$ cat src/sv/far_pkg.sv
// Package for the fraction add-and-reduce block: types, commands and status
// shared by the controller, the datapath and the top level. No dependencies.

package far_pkg;

    localparam int OPERAND_WIDTH_DEF = 16;

    typedef enum logic [3:0] {
        ST_IDLE,
        ST_MUL_A,
        ST_MUL_B,
        ST_MUL_C,
        ST_CHECK,
        ST_GCD,
        ST_DIVN_LD,
        ST_DIVN,
        ST_DIVD_LD,
        ST_DIVD,
        ST_OUT
    } t_state;

    typedef enum logic [1:0] {
        MUL_N1D2,
        MUL_N2D1,
        MUL_D1D2
    } t_mul_sel;

    typedef struct packed {
        logic     load;
        logic     mul_en;
        t_mul_sel mul_sel;
        logic     keep_p1;
        logic     sum_en;
        logic     gcd_init;
        logic     gcd_step;
        logic     div_load;
        logic     div_sel_den;
        logic     div_step;
        logic     keep_qnum;
        logic     out_zero;
        logic     out_result;
    } t_cmd;

    typedef struct packed {
        logic num_zero;
        logic gcd_done;
        logic div_done;
    } t_status;

endpackage

$ cat src/sv/far_ctrl.sv
// Controller for the fraction add-and-reduce block: sequences multiply, gcd
// and the two divisions. Depends on far_pkg.

module far_ctrl import far_pkg::*; (
    input  logic    i_clk,
    input  logic    i_rst_n,
    input  logic    i_start,
    input  t_status i_status,
    output t_cmd    o_cmd,
    output logic    o_busy
);

    t_state r_state;
    t_state n_state;

    always_ff @(posedge i_clk) begin
        if (!i_rst_n) begin
            r_state <= ST_IDLE;
        end else begin
            r_state <= n_state;
        end
    end

    always_comb begin
        n_state = r_state;
        o_cmd   = '0;
        o_cmd.mul_sel = MUL_N1D2;
        o_busy  = (r_state != ST_IDLE);
        case (r_state)
            ST_IDLE: begin
                if (i_start) begin
                    o_cmd.load = 1'b1;
                    n_state    = ST_MUL_A;
                end
            end
            ST_MUL_A: begin
                o_cmd.mul_en  = 1'b1;
                o_cmd.mul_sel = MUL_N1D2;
                n_state       = ST_MUL_B;
            end
            ST_MUL_B: begin
                o_cmd.mul_en  = 1'b1;
                o_cmd.mul_sel = MUL_N2D1;
                o_cmd.keep_p1 = 1'b1;
                n_state       = ST_MUL_C;
            end
            ST_MUL_C: begin
                o_cmd.mul_en  = 1'b1;
                o_cmd.mul_sel = MUL_D1D2;
                o_cmd.sum_en  = 1'b1;
                n_state       = ST_CHECK;
            end
            ST_CHECK: begin
                o_cmd.gcd_init = 1'b1;
                if (i_status.num_zero) begin
                    o_cmd.out_zero = 1'b1;
                    n_state        = ST_IDLE;
                end else begin
                    n_state = ST_GCD;
                end
            end
            ST_GCD: begin
                o_cmd.gcd_step = 1'b1;
                if (i_status.gcd_done) begin
                    n_state = ST_DIVN_LD;
                end
            end
            ST_DIVN_LD: begin
                o_cmd.div_load = 1'b1;
                n_state        = ST_DIVN;
            end
            ST_DIVN: begin
                o_cmd.div_step = 1'b1;
                if (i_status.div_done) begin
                    n_state = ST_DIVD_LD;
                end
            end
            ST_DIVD_LD: begin
                o_cmd.div_load    = 1'b1;
                o_cmd.div_sel_den = 1'b1;
                o_cmd.keep_qnum   = 1'b1;
                n_state           = ST_DIVD;
            end
            ST_DIVD: begin
                o_cmd.div_step = 1'b1;
                if (i_status.div_done) begin
                    n_state = ST_OUT;
                end
            end
            ST_OUT: begin
                o_cmd.out_result = 1'b1;
                n_state          = ST_IDLE;
            end
            default: begin
                n_state = ST_IDLE;
            end
        endcase
    end

endmodule

$ cat src/sv/far_dp.sv
// Datapath for the fraction add-and-reduce block: shared multiplier, binary
// gcd unit, restoring divider and output registers. Depends on far_pkg.

module far_dp import far_pkg::*; #(
    parameter int OPERAND_WIDTH = OPERAND_WIDTH_DEF
) (
    input  logic                         i_clk,
    input  logic                         i_rst_n,
    input  t_cmd                         i_cmd,
    input  logic [OPERAND_WIDTH-1:0]     i_n1,
    input  logic [OPERAND_WIDTH-1:0]     i_d1,
    input  logic [OPERAND_WIDTH-1:0]     i_n2,
    input  logic [OPERAND_WIDTH-1:0]     i_d2,
    output t_status                      o_status,
    output logic                         o_valid,
    output logic [2*OPERAND_WIDTH:0]     o_num,
    output logic [2*OPERAND_WIDTH-1:0]   o_den
);

    localparam int W  = OPERAND_WIDTH;
    localparam int NB = 2 * W + 1;             // numerator / gcd width
    localparam int KW = $clog2(NB + 1);        // shared power-of-two count
    localparam int CW = $clog2(NB);            // divider step count

    logic [W-1:0]    r_n1, r_d1, r_n2, r_d2;
    logic [2*W-1:0]  r_prod, r_p1, r_den;
    logic [NB-1:0]   r_num, r_a, r_b, r_g, r_rem, r_quo, r_qnum;
    logic [KW-1:0]   r_k;
    logic [CW-1:0]   r_cnt;
    logic            r_o_valid;
    logic [NB-1:0]   r_o_num;
    logic [2*W-1:0]  r_o_den;

    logic [W-1:0]    mul_a, mul_b;
    logic [NB:0]     rem_sh;
    logic            div_ge;
    logic [NB-1:0]   rem_sub;

    // multiplier operand select
    always_comb begin
        case (i_cmd.mul_sel)
            MUL_N1D2: begin
                mul_a = r_n1;
                mul_b = r_d2;
            end
            MUL_N2D1: begin
                mul_a = r_n2;
                mul_b = r_d1;
            end
            MUL_D1D2: begin
                mul_a = r_d1;
                mul_b = r_d2;
            end
            default: begin
                mul_a = '0;
                mul_b = '0;
            end
        endcase
    end

    // restoring divider step
    assign rem_sh  = {r_rem, r_quo[NB-1]};
    assign div_ge  = (rem_sh >= {1'b0, r_g});
    assign rem_sub = NB'(rem_sh - {1'b0, r_g});

    assign o_status.num_zero = (r_num == '0);
    assign o_status.gcd_done = (r_a == '0) || (r_b == '0);
    assign o_status.div_done = (r_cnt == CW'(NB - 1));

    always_ff @(posedge i_clk) begin
        if (i_cmd.load) begin
            r_n1 <= i_n1;
            r_d1 <= i_d1;
            r_n2 <= i_n2;
            r_d2 <= i_d2;
        end
        if (i_cmd.mul_en) begin
            r_prod <= (2*W)'(mul_a) * (2*W)'(mul_b);
        end
        if (i_cmd.keep_p1) begin
            r_p1 <= r_prod;
        end
        if (i_cmd.sum_en) begin
            r_num <= {1'b0, r_p1} + {1'b0, r_prod};
        end
        if (i_cmd.gcd_init) begin
            r_den <= r_prod;
            r_a   <= r_num;
            r_b   <= {1'b0, r_prod};
            r_k   <= '0;
        end
        // Stein step; a zero operand ends the search with the other one
        if (i_cmd.gcd_step) begin
            if (r_a == '0) begin
                r_g <= r_b << r_k;
            end else if (r_b == '0) begin
                r_g <= r_a << r_k;
            end else if (!r_a[0] && !r_b[0]) begin
                r_a <= r_a >> 1;
                r_b <= r_b >> 1;
                r_k <= r_k + KW'(1);
            end else if (!r_a[0]) begin
                r_a <= r_a >> 1;
            end else if (!r_b[0]) begin
                r_b <= r_b >> 1;
            end else if (r_a >= r_b) begin
                r_a <= r_a - r_b;
            end else begin
                r_b <= r_b - r_a;
            end
        end
        if (i_cmd.div_load) begin
            r_rem <= '0;
            r_cnt <= '0;
            r_quo <= i_cmd.div_sel_den ? {1'b0, r_den} : r_num;
        end else if (i_cmd.div_step) begin
            r_cnt <= r_cnt + CW'(1);
            if (div_ge) begin
                r_rem <= rem_sub;
                r_quo <= {r_quo[NB-2:0], 1'b1};
            end else begin
                r_rem <= rem_sh[NB-1:0];
                r_quo <= {r_quo[NB-2:0], 1'b0};
            end
        end
        if (i_cmd.keep_qnum) begin
            r_qnum <= r_quo;
        end
        if (i_cmd.out_zero) begin
            r_o_num <= '0;
            r_o_den <= (2*W)'(1);
        end else if (i_cmd.out_result) begin
            r_o_num <= r_qnum;
            r_o_den <= r_quo[2*W-1:0];
        end
    end

    always_ff @(posedge i_clk) begin
        if (!i_rst_n) begin
            r_o_valid <= 1'b0;
        end else begin
            r_o_valid <= i_cmd.out_zero || i_cmd.out_result;
        end
    end

    assign o_valid = r_o_valid;
    assign o_num   = r_o_num;
    assign o_den   = r_o_den;

endmodule

$ cat src/sv/fraction_add_and_reduce_top.sv
// Top level of the fraction add-and-reduce block: controller plus datapath.
// Depends on far_pkg, far_ctrl and far_dp.
//
// Adds n1/d1 + n2/d2 and returns the sum in lowest terms. A transaction is
// taken on a rising edge with start high and busy low; busy then stays high
// until the result has been loaded into the output registers. Each result
// appears on o_sum_numerator / o_sum_denominator for exactly one cycle with
// o_valid high, and the receiver cannot stall it, so it must take it then.
// A zero sum comes back as 0/1 with o_valid high after the three multiply
// states and the check state. Otherwise the block runs a single shared
// W x W multiplier in three steps (n1*d2, n2*d1, d1*d2), a check state, a
// binary gcd that retires one shift or one subtract per cycle until one
// operand is zero, then two restoring divisions of 2W+1 quotient bits each,
// each after a load state, and an output state. A zero denominator (outside
// the legal range) returns 1/0, or 0/1 when the numerator sum is zero.
// busy drops in the cycle that o_valid rises, so the next start may be
// issued while a result is on the output.

module fraction_add_and_reduce_top import far_pkg::*; #(
    parameter int OPERAND_WIDTH = OPERAND_WIDTH_DEF
) (
    input  logic                         i_clk,
    input  logic                         i_rst_n,
    input  logic                         start,
    output logic                         busy,
    input  logic [OPERAND_WIDTH-1:0]     i_first_numerator,
    input  logic [OPERAND_WIDTH-1:0]     i_first_denominator,
    input  logic [OPERAND_WIDTH-1:0]     i_second_numerator,
    input  logic [OPERAND_WIDTH-1:0]     i_second_denominator,
    output logic                         o_valid,
    output logic [2*OPERAND_WIDTH:0]     o_sum_numerator,
    output logic [2*OPERAND_WIDTH-1:0]   o_sum_denominator
);

    t_cmd    cmd;
    t_status status;

    // sequencing: one transaction in flight at a time
    far_ctrl u_ctrl (
        .i_clk    (i_clk),
        .i_rst_n  (i_rst_n),
        .i_start  (start),
        .i_status (status),
        .o_cmd    (cmd),
        .o_busy   (busy)
    );

    // arithmetic and result registers
    far_dp #(
        .OPERAND_WIDTH (OPERAND_WIDTH)
    ) u_dp (
        .i_clk    (i_clk),
        .i_rst_n  (i_rst_n),
        .i_cmd    (cmd),
        .i_n1     (i_first_numerator),
        .i_d1     (i_first_denominator),
        .i_n2     (i_second_numerator),
        .i_d2     (i_second_denominator),
        .o_status (status),
        .o_valid  (o_valid),
        .o_num    (o_sum_numerator),
        .o_den    (o_sum_denominator)
    );

endmodule

$ cat config.mk
export PLATFORM = sky130hd
export DESIGN_NAME = fraction_add_and_reduce_top
export DESIGN_NICKNAME = d
export VERILOG_FILES = /design/src/sv/far_pkg.sv /design/src/sv/far_ctrl.sv /design/src/sv/far_dp.sv /design/src/sv/fraction_add_and_reduce_top.sv
export SDC_FILE = /design/constraint.sdc
export NUM_CORES = 2
export LEC_CHECK = 0
export ABC_AREA = 0
export ABC_CLOCK_PERIOD_IN_PS = 19400
export BUFFER_PORTS_ARGS = -buffer_cell sky130_fd_sc_hd__buf_4
export CAP_MARGIN = 20
export CORE_AREA = 2 2 345 210
export DETAILED_ROUTE_END_ITERATION = 16
export DIE_AREA = 0 0 347 212
export HOLD_SLACK_MARGIN = 0.1
export PLACE_DENSITY = 0.76
export SETUP_SLACK_MARGIN = 0.4
export SYNTH_ARGS = -nofsm -noshare
export SYNTH_HDL_FRONTEND = slang
export SYNTH_SLANG_ARGS = --single-unit
$ cat constraint.sdc
create_clock -name i_clk -period 19.4 [get_ports i_clk]
set_input_delay 3.88 -clock i_clk [delete_from_list [all_inputs] [get_ports i_clk]]
set_output_delay 3.88 -clock i_clk [all_outputs]
set_load 0.03 [all_outputs]
==> impl_metrics.ini <==
[min_path]
worstHoldPathType = reg2reg
min_from = u_dp.o_num[27]$_SDFFE_PP0P_
hold-path-cell-count = 2
worst_hold_path.endpoint = u_dp.o_num[27]$_SDFFE_PP0P_

[sta]
max_freq_ghz = 0.117
final_critical_path_setup_slack_ps = 10860
timing_max_transition_violations_final = 0
fin_skew_ps = 37.5
rsz0062_at_grt = false
tightest_pin_transition_ps = 1300
final_worst_path_period_share_pct = 44.0
holdWs_ps = 457
maxSlewHeadroom_pct = 12.6
tns_ps = 0
period_minus_slack_ps = 8540
final_setup_violation_count = 0
final-hold-violation-count = 0

[clock_network]
max-clock-path-buffers = 3
clk_latency_ps = 630
tritoncts_clock_tree = yes
numCtsBuffers = 45
cts_post_setup_buffers_inserted = 0
number_of_levels_in_the_clock_h_tree = 2
cts_resized = 0
clk_root_buffer_cell = clkbuf_16
path_clk_slew_ps = 70
holdBufCountCts = 0
cts.sink_count = 473

[synth]
post-synth-top-count-cell = nand2_1
ys.flop_type = edfxtp_1
synth_seq_area_share_pct = 35.5
synth.top_cells.by_area = edfxtp_1 (25%), fa_1 (11%), dfxtp_1 (10%)
synth_cells = 3807
synth.avg_cell_area_um2 = 9.17
synth_commonest_cells = nand2_1 (457), nor2_1 (410), inv_1 (371), a21oi_1 (347), edfxtp_1 (292)
yosys.cell_types.count = 90
syn-cell-area_um2 = 34900
postSynthRegisterBits = 473
synthArstFlopShare_pct = 0
synth_top_cell_area_share_pct = 25.1
synth_edf_count = 292
synth_top_cell_by_area = edfxtp_1
synth-warning-count = 0
total_nets_after_synthesis = 4310

[drt]
detail_route.wirelength_mm = 112
drtIter0Drc = 3884
avgViaCountPerCell = 6.10
detail_route.drc_violations = 0
routedWlPerCell_um = 23.2
antenna_left = 0
drtPass1Iterations = 9
via_count_of_the_routed_design = 29500

[worst_setup_path]
crit_path_start_kind = flop
setup.worst_path.end_class = flop
timing.setup.critical_path_class = reg2reg
worst_r2r_path_depth = 27
regToRegEndpoint = u_dp.r_prod[30]$_DFFE_PP_
cp_data_arrival_time_ps = 8920
rr_startpoint = u_ctrl.r_state[1]$_SDFFE_PN0P_
cp_max_fo = 46
critPathRequiredTime_ps = 19780
rrSetupSlack_ps = 10860

[die]
std_cell_rows = 76
core_footprint_um2 = 70800
dieWidth_um = 347
number_of_i_o_pins = 134
die_h_um = 212
design.die.area_um2 = 73600
start_util_pct = 49.3

[placed_design]
dp_hpwl_mm = 86.9
place_worst_setup_slack_ps = 10980
placed_cells = 4745
finalWeightedCongestion = 1.05
io_buffer_count = 133

[final_layout]
finish.cell_count_without_fillers = 4831
syn_to_final_growth_pct = 9.93
num-nets-final = 4361
number_of_fill_cells_in_the_layout = 6315
post_route_cells_drive_above_1_share_pct = 8.65
antenna-diode-count = 0

[run]
max_cap_violations = 0

[grt]
grt_pass1_vias = 27300
grtUsageTotal_pct = 30.4
grt_first_pass_wirelength_mm = 170
grt_overflow_total = 0
pin_count_of_the_biggest_net_entering_global_routing = 67
grt_antenna_before_repair = 3

[status]
outcome = complete, no violations
[layout by cell type, fill, tap and decap left out, types with 109 or more instances in the layout]
| cell type | count |
|---|---|
| nand2_1 | 457 |
| nor2_1 | 405 |
| inv_1 | 371 |
| a21oi_1 | 347 |
| edfxtp_1 | 292 |
| ha_1 | 238 |
| fa_1 | 198 |
| buf_4 | 181 |
| dfxtp_1 | 180 |
| a21o_1 | 109 |
[layout make-up]
cell class | count | area, µm² | share of cell area [%]
Multi-Input combinational cell | 2776 | 20500 | 53.3
Sequential cell | 473 | 12400 | 32.3
Inverter | 377 | 1420 | 3.69
Timing Repair Buffer | 185 | 1390 | 3.62
Clock buffer | 63 | 1290 | 3.37
Tap cell | 936 | 1170 | 3.05
Clock inverter | 21 | 262 | 0.681
[worst max path at each step]
stage          cells past startpoint                            from                         to
4_1_cts                           27  u_ctrl.r_state[1]$_SDFFE_PN0P_  u_dp.r_prod[30]$_DFFE_PP_
3_3_place_gp                      27  u_ctrl.r_state[1]$_SDFFE_PN0P_  u_dp.r_prod[30]$_DFFE_PP_
6_report                          27  u_ctrl.r_state[1]$_SDFFE_PN0P_  u_dp.r_prod[30]$_DFFE_PP_
3_5_place_dp                      27  u_ctrl.r_state[1]$_SDFFE_PN0P_  u_dp.r_prod[30]$_DFFE_PP_
2_1_floorplan                     29  u_ctrl.r_state[1]$_SDFFE_PN0P_  u_dp.r_prod[30]$_DFFE_PP_
5_1_grt                           27  u_ctrl.r_state[1]$_SDFFE_PN0P_  u_dp.r_prod[30]$_DFFE_PP_
[state kept, by name, summed over array words and instances, names as in the netlist, 32 cells and up]
signal,flops
u_dp.o_den,32
u_dp.o_num,33
u_dp.r_a,33
u_dp.r_b,33
u_dp.r_den,32
u_dp.r_g,33
u_dp.r_num,33
u_dp.r_p1,32
u_dp.r_prod,32
u_dp.r_qnum,33
u_dp.r_quo,33
u_dp.r_rem,33
[critical path, stage by stage (launching register included)]
cell       delay [ps]
dfxtp_1           530
nor3b_2           280
buf_4             480
nor2_1            110
a21oi_1           740
nand2_1           180
fa_1              550
fa_1              560
inv_1              60
fa_1              500
inv_1              60
fa_1              530
inv_1              50
fa_1              470
inv_1              50
fa_1              470
inv_1              40
ha_1              330
a21oi_1           220
o21ai_0           170
a2111oi_2         410
nor4b_1           170
o31ai_2           470
o211ai_1          220
nor3_1            220
o21bai_1          100
a21oi_1           170
xnor2_1            80
[per-layer routing]
layer	wire, µm	GRT usage (%)	share of wire [%]
met4	2140	5.82	1.9
met5	224	1.65	0.20
met2	37900	35.7	34
met3	20400	14.6	18
met1	51700	48.3	46
[stage by stage]
step / area, µm² / util [%]
finish: 38400 / 54.2
global route: 38400 / 54.2
CTS: 38400 / 54.2
detailed placement: 36800 / 52.0
global placement: 36800 / 51.9
floorplan: 34900 / -
[cell families (layout without fill, tap and decap cells)]
group | count (synthesis) | in the layout | synth area share [%]
xor gates and xnor gates | 136 | 136 | 3.41
AOI/OAI and AO/OA | 931 | 931 | 16.9
buffers and inverters | 558 | 646 | 6.16
and+or+nand+nor | 1132 | 1132 | 13.9
adders and majority gates | 436 | 436 | 19.9
DFF | 473 | 473 | 35.5
muxes | 141 | 141 | 4.31
Power is not shown: default switching activity piles up to over one toggle a cycle in this logic, so the estimate is an artifact.
